[config.mk]
export PLATFORM = sky130hd
export DESIGN_NAME = monomial_text_parser
export DESIGN_NICKNAME = d
export VERILOG_FILES = /design/src/sv/mtp_pkg.sv /design/src/sv/mtp_core.sv /design/src/sv/mtp_out_reg.sv /design/src/sv/monomial_text_parser.sv
export SDC_FILE = /design/constraint.sdc
export NUM_CORES = 1
export LEC_CHECK = 0
export BUFFER_PORTS_ARGS = -buffer_cell sky130_fd_sc_hd__buf_2
export CAP_MARGIN = 20
export CORE_MARGIN = 2
export CORE_UTILIZATION = 45
export DETAILED_ROUTE_END_ITERATION = 12
export HOLD_SLACK_MARGIN = 0.05
export MAX_ROUTING_LAYER = met4
export SLEW_MARGIN = 20
export SYNTH_ARGS = -nofsm -noshare
export SYNTH_HDL_FRONTEND = slang
export SYNTH_SLANG_ARGS = --single-unit
[constraint.sdc]
create_clock -name clk -period 18.1 [get_ports clk]
set_clock_uncertainty 0.15 [all_clocks]
set_input_delay 3.62 -clock clk [delete_from_list [all_inputs] [get_ports clk]]
set_output_delay 3.62 -clock clk [all_outputs]
set_load 0.02 [all_outputs]
[src/sv/mtp_pkg.sv]
// types, character codes and the saturating digit step of the term parser
`timescale 1ns / 1ps

package mtp_pkg;

  localparam logic [7:0] CHAR_X      = 8'h78;
  localparam logic [7:0] CHAR_CARET  = 8'h5E;
  localparam logic [7:0] CHAR_MINUS  = 8'h2D;
  localparam logic [7:0] CHAR_SPACE  = 8'h20;
  localparam logic [7:0] CHAR_TAB    = 8'h09;
  localparam logic [7:0] CHAR_CR     = 8'h0D;
  localparam logic [7:0] CHAR_ZERO   = 8'h30;
  localparam logic [7:0] CHAR_NINE   = 8'h39;

  localparam logic [31:0] COEF_MAX  = 32'h7FFF_FFFF;
  localparam logic [31:0] POWER_MAX = 32'hFFFF_FFFF;

  typedef struct packed {
    logic [7:0] char_code;
    logic       char_present;
    logic       end_of_term;
  } item_t;

  typedef struct packed {
    logic [31:0] coef_value;
    logic [31:0] power_value;
    logic        is_zero_term;
  } res_t;

  // acc * 10 + d, clamped to lim
  function automatic logic [31:0] sat_digit(input logic [31:0] acc, input logic [3:0] d,
                                            input logic [31:0] lim);
    logic [35:0] v;
    v = {1'b0, acc, 3'b000} + {3'b000, acc, 1'b0} + {32'd0, d};
    return (v > {4'd0, lim}) ? lim : v[31:0];
  endfunction

endpackage

[src/sv/mtp_core.sv]
// parser state registers and the per-character next-state and result logic
`timescale 1ns / 1ps

module mtp_core import mtp_pkg::*; (
  input  logic  clk,
  input  logic  rst_n,
  input  logic  step,      // item in the input register is consumed this cycle
  input  item_t item,
  output res_t  res        // result for the item, valid when it ends the term
);

  logic        began_r, began_nxt;
  logic        rejected_r, rejected_nxt;
  logic        minus_r, minus_nxt;
  logic        var_r, var_nxt;
  logic        caret_r, caret_nxt;
  logic        halted_r, halted_nxt;
  logic [31:0] coef_r, coef_nxt;
  logic        coef_dig_r, coef_dig_nxt;
  logic [31:0] power_r, power_nxt;
  logic        power_dig_r, power_dig_nxt;

  logic        is_space;
  logic        is_digit;
  logic        cont;
  logic        has_value;
  logic [31:0] coef_out;
  logic [31:0] power_out;

  assign is_space = (item.char_code == CHAR_SPACE) ||
                    (item.char_code inside {[CHAR_TAB:CHAR_CR]});
  assign is_digit = item.char_code inside {[CHAR_ZERO:CHAR_NINE]};

  always_comb begin
    began_nxt     = began_r;
    rejected_nxt  = rejected_r;
    minus_nxt     = minus_r;
    var_nxt       = var_r;
    caret_nxt     = caret_r;
    halted_nxt    = halted_r;
    coef_nxt      = coef_r;
    coef_dig_nxt  = coef_dig_r;
    power_nxt     = power_r;
    power_dig_nxt = power_dig_r;
    cont          = 1'b1;
    if (item.char_present && !is_space && !rejected_r && !halted_r) begin
      if (!began_r) begin
        began_nxt = 1'b1;
        if (item.char_code == CHAR_MINUS) begin
          minus_nxt = 1'b1;
          cont      = 1'b0;
        end else if (!is_digit) begin
          rejected_nxt = 1'b1;
          cont         = 1'b0;
        end
      end
      if (cont) begin
        if (is_digit) begin
          if (caret_r) begin
            power_nxt     = sat_digit(power_r, item.char_code[3:0], POWER_MAX);
            power_dig_nxt = 1'b1;
          end else begin
            coef_nxt     = sat_digit(coef_r, item.char_code[3:0], COEF_MAX);
            coef_dig_nxt = 1'b1;
          end
        end else if (item.char_code == CHAR_X && !var_r) begin
          var_nxt = 1'b1;
        end else if (item.char_code == CHAR_CARET && var_r && !caret_r) begin
          caret_nxt = 1'b1;
        end else begin
          // stop: drop exponent digits, and the coefficient too before a caret
          if (!caret_r) begin
            coef_nxt     = 32'd0;
            coef_dig_nxt = 1'b0;
          end
          power_nxt     = 32'd0;
          power_dig_nxt = 1'b0;
          halted_nxt    = 1'b1;
        end
      end
    end
  end

  assign has_value = !rejected_nxt && (coef_dig_nxt || power_dig_nxt);
  assign coef_out  = !has_value ? 32'd0 : (minus_nxt ? (32'd0 - coef_nxt) : coef_nxt);
  assign power_out = !has_value ? 32'd0 :
                     (power_dig_nxt ? power_nxt : {31'd0, var_nxt});

  assign res.coef_value   = coef_out;
  assign res.power_value  = power_out;
  assign res.is_zero_term = (coef_out == 32'd0) && (power_out == 32'd0);

  always_ff @(posedge clk) begin
    if (!rst_n || (step && item.end_of_term)) begin
      began_r     <= 1'b0;
      rejected_r  <= 1'b0;
      minus_r     <= 1'b0;
      var_r       <= 1'b0;
      caret_r     <= 1'b0;
      halted_r    <= 1'b0;
      coef_r      <= 32'd0;
      coef_dig_r  <= 1'b0;
      power_r     <= 32'd0;
      power_dig_r <= 1'b0;
    end else if (step) begin
      began_r     <= began_nxt;
      rejected_r  <= rejected_nxt;
      minus_r     <= minus_nxt;
      var_r       <= var_nxt;
      caret_r     <= caret_nxt;
      halted_r    <= halted_nxt;
      coef_r      <= coef_nxt;
      coef_dig_r  <= coef_dig_nxt;
      power_r     <= power_nxt;
      power_dig_r <= power_dig_nxt;
    end
  end

endmodule

[src/sv/mtp_out_reg.sv]
// result register that drives the output stream
`timescale 1ns / 1ps

module mtp_out_reg import mtp_pkg::*; (
  input  logic        clk,
  input  logic        rst_n,
  input  logic        load,
  input  res_t        res,
  output logic        out_tvalid,
  input  logic        out_tready,
  output logic [63:0] out_tdata,   // coef_value [31:0], power_value [63:32]
  output logic        out_tuser    // is_zero_term
);

  logic valid_r, valid_nxt;
  res_t res_r;

  always_comb begin
    valid_nxt = valid_r;
    if (load) begin
      valid_nxt = 1'b1;
    end else if (out_tready) begin
      valid_nxt = 1'b0;
    end
  end

  always_ff @(posedge clk) begin
    if (!rst_n) begin
      valid_r <= 1'b0;
    end else begin
      valid_r <= valid_nxt;
    end
  end

  always_ff @(posedge clk) begin
    if (load) begin
      res_r <= res;
    end
  end

  assign out_tvalid = valid_r;
  assign out_tdata  = {res_r.power_value, res_r.coef_value};
  assign out_tuser  = res_r.is_zero_term;

endmodule

[src/sv/monomial_text_parser.sv]
// top level of the monomial term parser: input register, parser core, result register
//
//   channel   dir  ports                          contents
//   in_       in   tvalid tready tdata tuser tlast  tdata char_code, tuser char_present,
//                                                   tlast end_of_term
//   out_      out  tvalid tready tdata tuser        tdata coef/power, tuser is_zero_term
//
// one character per cycle unless a held result stalls an end request; an end request
// passes the input register, then its result is loaded into the result register.
// the only loop is the multiply-by-ten accumulate in the core, one step per character;
// rst_n is synchronous; reset clears valid flags and the parser state. A held result
// stalls an end request in the input register and the input behind it; other characters keep flowing
`timescale 1ns / 1ps

module monomial_text_parser import mtp_pkg::*; (
  input  logic        clk,
  input  logic        rst_n,
  input  logic        in_tvalid,
  output logic        in_tready,
  input  logic [7:0]  in_tdata,    // char_code
  input  logic        in_tuser,    // char_present
  input  logic        in_tlast,    // end_of_term
  output logic        out_tvalid,
  input  logic        out_tready,
  output logic [63:0] out_tdata,   // coef_value [31:0], power_value [63:32]
  output logic        out_tuser    // is_zero_term
);

  logic  in_valid_r, in_valid_nxt;
  item_t item_r;
  logic  take;
  logic  step;
  res_t  res;

  assign take = in_tvalid && in_tready;
  // an end item needs the result slot free or emptying
  assign step = in_valid_r && (!item_r.end_of_term || !out_tvalid || out_tready);
  assign in_tready = rst_n && (!in_valid_r || step);

  always_comb begin
    in_valid_nxt = in_valid_r;
    if (take) begin
      in_valid_nxt = 1'b1;
    end else if (step) begin
      in_valid_nxt = 1'b0;
    end
  end

  always_ff @(posedge clk) begin
    if (!rst_n) begin
      in_valid_r <= 1'b0;
    end else begin
      in_valid_r <= in_valid_nxt;
    end
  end

  always_ff @(posedge clk) begin
    if (take) begin
      item_r.char_code    <= in_tdata;
      item_r.char_present <= in_tuser;
      item_r.end_of_term  <= in_tlast;
    end
  end

  mtp_core u_core (
    .clk   (clk),
    .rst_n (rst_n),
    .step  (step),
    .item  (item_r),
    .res   (res)
  );

  mtp_out_reg u_out (
    .clk        (clk),
    .rst_n      (rst_n),
    .load       (step && item_r.end_of_term),
    .res        (res),
    .out_tvalid (out_tvalid),
    .out_tready (out_tready),
    .out_tdata  (out_tdata),
    .out_tuser  (out_tuser)
  );

endmodule

# Yosys cells after proc, flatten, opt, wreduce, memory -nomap -nowiden
# Index checks and enable logic that the tools add are counted.
# classes
add_sub_neg,5
order_cmp,6
n_eq_ne,4
n_mux,51
bitwise_logic,3
n_reduce_logical,37
# op_table
cell,count
$mux 32,19
$add 35x33->36,2
$add 36x4->36,2
$logic_not 32->1,2
$gt 36x31->1 const B,1
$gt 36x32->1 const B,1
$mux 1,32
$sub 1x32->32 const A,1
$eq 8x6->1 const B,2
$eq 8x7->1 const B,2
$logic_and 1x1->1,14
$reduce_and 6->1,2
$logic_not 1->1,10
$ge 8x4->1 const B,1
$ge 8x6->1 const B,1
$le 8x4->1 const B,1
$le 8x6->1 const B,1
$logic_or 1x1->1,6
$reduce_bool 2->1,2
$not 1->1,3
$reduce_and 2->1,1
# totals
register_bits,149
inputBits,14
output_inout_bits,67
elab_cells,124

# Longest topological paths before layout
# Gate-level depths: netlist of the first run.
# logic_depth
depth_word,15
depth_mapped,24
ltp_nobuf,23

# By module
# A second synthesis of the first run with hierarchy kept.
# hier_totals
cells_unflattened,1476
hier_area_um2,12296.8
# modules_own_cells
mod,n_inst,cells_each,area_per_inst_um2,seq_area_each_um2
mtp_core,1,1388,9929.5,1441.4
mtp_out_reg,1,68,1993.2,1971.9
monomial_text_parser,1,20,374.1,320.3

# Worst setup path after synthesis of the first run
# Ideal clock, no wire load.
# synth_path
kind,input to output
startpoint,input port out_tready
endpoint,output port in_tready
arrival_time_ns,4.108
t_required_ns,14.330
path_slack_ns,10.222
cell_stages,3
n_path_buf,0
cell_sequence,nor2b_1 > nand3_1 > and2_1
# synth_between
elab_chain_cells,4
# synth_lines
item,line,source
"start, declared",monomial_text_parser.sv:24,"input logic out_tready,"
$logic_or 1x1->1,monomial_text_parser.sv:37,assign step = in_valid_r && (!item_r.end_of_term || !out_tvalid || out_tready);
$logic_and 1x1->1,monomial_text_parser.sv:37,
$logic_or 1x1->1,monomial_text_parser.sv:38,assign in_tready = rst_n && (!in_valid_r || step);
$logic_and 1x1->1,monomial_text_parser.sv:38,
"end, declared",monomial_text_parser.sv:19,"output logic in_tready,"
# Every way passes these cells.

# Worst setup path after layout of the first run
# Ends and elaborated chain as after synthesis.

==> reports/summary.txt, run 1 <==
# IOs = 81
die area = 28310 um2
drt initial violations = 1040
Post-synth top cells = nor2_1, a21oi_1, ha_1, nand2_1, edfxtp_1
Clk network pwr share = 39.8%
Warnings, synthesis = 0
cells on worst reg2reg path = 23
final hold violations = 0
type of the worst setup path = in2out
global-route wire length before repair = 59.16 mm
DRT Pass-1 Iters = 6
Int Power = 594.5 uW
HPWL after DPL = 27.65 mm
Post-Layout Inst Area = 13350 um2
sw frac = 32.01%
Synth area leader = edfxtp_1
worst-path maximum fanout = 3
initial cell density of the core = 45.42%
Synth Cell Area = 12140 um2
clock-pin slew on the worst setup and hold paths = 70 ps
post-synthesis cell type count = 93
Net count, final = 1618
top cells by area, synth = edfxtp_1, ha_1, dfxtp_1
worst skew pair latency = 430 ps
worst r2r src = item_r[5]
Cell Pwr Density = 65.50 nW/um2
sequential share of the synthesized area = 30.76%
unrepaired setup endpoints after global routing = false
timing-limited maximum frequency = 123.1 MHz
Hold Path Sink = u_core.halted_r
ys async rst share = 0%
area share of the largest cell type after synthesis = 18.55%
setup slack after layout = 9979 ps
via count = 11249
Worst Max-Slew Pin Slew = 994.5 ps
height of the die = 168.2 um
DR WL/cell = 20.28 um
Final Power = 874.5 uW
status = finished, final reports clean
Port Buffers = 80
Die Width = 168.2 um
Rows = 60
Tmin final = 8121 ps
Worst slew margin = 31.99%
H-tree level count = 4
Area after DPL = 12790 um2
Worst Hold Depth = 2
Mapped Avg Cell Area = 8.471 um2
post-layout util = 49.95%
TritonCTS clock tree = done
total gr overflow = 0
Fin Setup TNS = 0 ps
DRC = 0
CTS resizes = 0
n_diodes = 0
MaxCap Viol Count = 0
final setup vio count = 0
layout cells sized above 1 = 12.38%
GP Congestion = 0.8984
Clock Path Buffers = 2
Root Driver = clkbuf_16
Post-synth EDFFs = 75
Final Cycle Share = 44.87%
Reg-to-Reg End = u_out.out_tuser
VDD IR max = 0.05579 mV
Flop pwr share = 42.8%
logic gate share of total power = 17.4%
Leakage Power = 0.005608 uW
most common cell in the synthesized netlist = nor2_1
# hold bufs at CTS = 0
Final ANT Viol Nets = 0
HP Start = u_core.halted_r
sw power = 279.9 uW
R2R setup slack = 10930 ps
CP arrival = 4350 ps
clk sinks = 149
Yosys reg bits = 149
worst min-delay path class = reg2reg
worst slack, placed = 9979 ps
total CTS buffers = 17
most common flop cell mapped by yosys = edfxtp_1
vias in the first global route = 10550
core area = 26730 um2
Area Growth Syn to Fin = 9.977%
Setup crit end kind = primary output
final wirelength = 37.06 mm
initial antenna violation count = 0
Slew Viols, Final = 0
average vias per placed instance = 6.157
Startpoint Class = input port
worst path required time = 14330 ps
Post-Syn Instances = 1433
setup bufs post-CTS = 0
GR Util All Layers = 26.95%
largest net degree at the start of global routing = 79
Syn Nets = 1578
==> critical path, cell delays in order <==
cell     delay [ps]
buf_2           100
nor2b_1         190
nand3_1         130
and2_1          160
buf_2           150
==> cell type report <==
type                            count  area (um2)
Inverter                           24       90.09
Clock buffer                       17       425.4
Clock inverter                     15       137.6
Tap cell                          341       426.7
Sequential cell                   149        3734
Timing Repair Buffer              100       550.5
Fill cell                        2589       13380
Multi-Input combinational cell   1181        7986
==> power groups by stage <==
| stage | Combinational, uW | Sequential (uW) | Clock, uW |
|---|---|---|---|
| finish | 152 | 374 | 348 |
| floorplan | 114 | 379 | 0 |
| global route | 168 | 375 | 366 |
| global placement | 148 | 381 | 0 |
| detailed placement | 150 | 381 | 0 |
| CTS | 151 | 374 | 353 |
==> layout by cell type (no fill, tap or decap), types with 9 or more instances in the layout <==
cell         n
inv_1       23
nand2b_1    12
a21oi_1    144
nor2_1     210
buf_2       80
a21o_1      30
buf_4       20
ha_1       127
o21ai_0     54
edfxtp_1    75
nand3_1     24
o21a_1      12
xnor2_1     45
a211oi_1    65
nand4_1     14
a31oi_1     23
and3_1      10
nand2_1     99
xor2_1      34
clkbuf_16   17
nor2b_1     10
o211ai_1    14
nor3_1      38
dfxtp_1     74
or2_2        9
or3_1       10
and2_1      15
a22oi_1     14
==> per-layer routing <==
layer | part of all wire (%) | vias up | global-route usage, % | routed length [um]
met2 | 46 | 339 | 41.90 | 16970
met4 | 1.5 | 0 | 6.597 | 553
met1 | 48 | 5415 | 38.05 | 17870
li1 | - | 5456 | - | -
met5 | 0 | - | - | 0
met3 | 4.5 | 39 | 2.351 | 1658
==> stage by stage <==
| stage | instances | hold slack [ps] |
|---|---|---|
| CTS | 1827 | 345.3 |
| global placement | 1795 | 314.9 |
| finish | 1827 | 348.1 |
| global route | 1827 | 359.1 |
| floorplan | 1433 | 291.4 |
| detailed placement | 1795 | 321.6 |
==> state kept, by name, indices dropped and copies added, names as in the netlist <==
name                cells
in_valid_r              1
u_core.var_r            1
u_core.halted_r         1
u_core.coef_dig_r       1
item_r                 10
u_core.power_r         32
u_core.rejected_r       1
u_core.caret_r          1
u_out.out_tdata        64
u_core.coef_r          32
u_core.power_dig_r      1
u_out.out_tvalid        1
u_core.began_r          1
u_out.out_tuser         1
u_core.minus_r          1
==> cells by family after synthesis <==
logic type	after synthesis	synth area share, %
flops	149	30.76
mux	5	0.4123
xor+xnor	79	5.700
fa+ha+maj	131	13.75
compound gates	470	26.28
simple gates	496	19.53
buf+inv	103	3.566
==> worst max path at each step <==
stage | from | endpoint
after global routing | out_tready | in_tready
after floorplan | out_tready | in_tready
after CTS | out_tready | in_tready
after detailed placement | out_tready | in_tready
final | out_tready | in_tready
after global placement | out_tready | in_tready
Note: power is estimated with default switching activity, not from simulation.
==> run 2, diff against run 1 <==
Clock period 18.1 ns to 8.5 ns, I/O delays scaled along.
==> run 2 against run 1 <==
- non-clock buffer count decreased by 3
- total power is 120% higher
- critical path depth is 18 higher
- clock power increased by 120%
- sequential power is 110% higher
- combinational power is 110% higher
- critical endpoint is now u_out.out_tuser
- via count is 0.52% lower
- count of clock-buffer cells in the layout rose by 2
- first-iteration DRC count fell by 6.8%
- routed wire length increased by 0.26%
- sequential share of layout area barely moved
- worst setup slack lost 8300 ps
==> reports/summary.txt, run 2 (synthesis results as in run 1) <==
final setup vio count = 0 (unchanged)
largest net degree at the start of global routing = 101 (+28%)
commonest non-fill, non-tap cell in the layout = nor2_1
fillers = 2561 (-1.1%)
total gr overflow = 0 (unchanged)
DRT Pass-1 Iters = 5 (-1)
DR WL/cell = 20.37 um (+0.42%)
worst-path maximum fanout = 29 (+26)
worst path required time = 8610 ps (-5720 ps)
global-route wire length before repair = 58.94 mm (-0.37%)
total CTS buffers = 17 (unchanged)
Rows = 60 (unchanged)
height of the die = 168.2 um (unchanged)
# placed instances = 1792 (-0.17%)
die area = 28310 um2 (unchanged)
final wirelength = 37.15 mm (+0.26%)
type of the worst setup path = reg2reg
Die Width = 168.2 um (unchanged)
# hold bufs at CTS = 0 (unchanged)
GP Congestion = 0.9255 (+3.0%)
core area = 26730 um2 (unchanged)
Cell Pwr Density = 141.6 nW/um2 (+120%)
CTS resizes = 0 (unchanged)
worst slack, placed = 1759 ps (-8220 ps)
most frequent cells in the layout = nor2_1, a21oi_1, ha_1
Root Driver = clkbuf_16
Finished Layout Cells = 1824 (-0.16%)
worst skew pair latency = 440 ps (about the same)
max FFs per register = 64 (unchanged)
Final ANT Viol Nets = 0 (unchanged)
CP max stage cell = fa_1
GR Util All Layers = 27.01% (+0.055 points)
worst min-delay path class = reg2reg
# IOs = 81 (unchanged)
status = finished, final reports clean
met1 usage = 37.88% (-0.18 points)
setup slack after layout = 1684 ps (-8296 ps)
Port Buffers = 80 (unchanged)
Startpoint Class = flop
n_diodes = 0 (unchanged)
met3 usage = 3.479% (+1.1 points)
HPWL after DPL = 28.01 mm (+1.3%)
Leakage Power = 0.005600 uW (-0.13%)
Worst Max-Slew Pin Slew = 1045 ps (+50.90 ps)
initial antenna violation count = 0 (unchanged)
TritonCTS clock tree = done
clk sinks = 149 (unchanged)
CP arrival = 6920 ps (+2570 ps)
Slew Viols, Final = 0 (unchanged)
average vias per placed instance = 6.135 (-0.36%)
post-layout util = 49.92% (about the same)
final hold violations = 0 (unchanged)
DRC = 0 (unchanged)
setup bufs post-CTS = 0 (unchanged)
VDD IR max = 0.1214 mV (+120%)
Worst slew margin = 29.77% (-2.2 points)
vias in the first global route = 10641 (+0.86%)
Net count, final = 1615 (-0.19%)
Fin Setup TNS = 0 ps (unchanged)
drt initial violations = 969 (-6.8%)
MaxCap Viol Count = 0 (unchanged)
Area Growth Syn to Fin = 9.905% (about the same)
Setup crit end kind = flop
worst stage delay on the critical path = 580 ps (+390 ps)
clock-pin slew on the worst setup and hold paths = 70 ps (about the same)
unrepaired setup endpoints after global routing = false
H-tree level count = 4 (unchanged)
buffers and inverters on the worst path = 2 (unchanged)
Top Usage Layer GRT = met2
Clock Path Buffers = 2 (unchanged)
Final Cycle Share = 80.19%
Tmin final = 6816 ps
initial cell density of the core = 45.42% (unchanged)
timing-limited maximum frequency = 146.7 MHz
CP delay by family, top = simple AND/OR/NAND/NOR gates
via count = 11190 (-0.52%)
layout cells sized above 1 = 12.20% (-0.18 points)
worst path cell trace = fa_1 -> fa_1 -> a211oi_1 -> o211ai_1 -> nand3_1 -> and3_1 -> nor4b_1 -> a211o_1 -> nand4_1 -> buf_4 -> a211oi_1 -> nor3_1 -> inv_1 -> ha_1 -> nor2_1 -> xor2_1 -> nor2_1 -> a311o_1 -> or4_1 -> or4_1 -> nor4b_1 -> nand4_1 -> nor4_2
met2 usage = 41.12% (-0.79 points)
-- run 2: stage by stage --
step | hold slack, ps | power (uW) | area, um2
2_1_floorplan | 291.4 | 1050 | 12140
3_3_place_gp | 325.7 | 1129 | 12760
3_5_place_dp | 338.3 | 1131 | 12760
4_1_cts | 349.0 | 1893 | 13340
5_1_grt | 376.2 | 1963 | 13340
6_report | 349.4 | 1889 | 13340
-- run 2: final cells by class --
cell class,instances,area [um2],area share [%]
sequential,149,3734,27.98
clock inverter,13,133.9,1.003
clock buffer,19,442.9,3.320
inverter,24,90.09,0.6752
tap,341,426.7,3.198
multi-input combinational,1181,7986,59.86
timing repair buffer,97,528.0,3.958
-- run 2: worst reg2reg max path: stages, from the launching register on --
cell and delay [ps]:
edfxtp_1 550, fa_1 580, fa_1 490, a211oi_1 320, o211ai_1 210, nand3_1 150
and3_1 270, nor4b_1 90, a211o_1 290, nand4_1 90, buf_4 340, a211oi_1 100
nor3_1 340, inv_1 150, ha_1 230, nor2_1 130, xor2_1 160, nor2_1 80
a311o_1 320, or4_1 450, or4_1 500, nor4b_1 280, nand4_1 190, nor4_2 170
-- run 2: layer usage --
layer  vias to the layer above  share of wire [%]
met5                         -                  0
met4                         0                1.9
met3                        53                5.2
met2                       358                 45
met1                      5327                 48
li1                       5452                  -
-- run 2: path summary, 6_finish.rpt --
path / to / start / cells after the start / slack, ps
setup / recovery: u_out.out_tuser / item_r[5] / 23 / 1680
hold / removal: u_core.power_dig_r / u_core.power_dig_r / 2 / 350
setup reg to reg: u_out.out_tuser / item_r[5] / 23 / 1680
hold reg to reg: u_core.power_dig_r / u_core.power_dig_r / 2 / 350
-- run 2: where the power goes --
part	switching, uW	total [uW]	internal (uW)
logic	216	323	108
registers	26.9	798	771
clock network	348	768	420
total	591	1890	1300
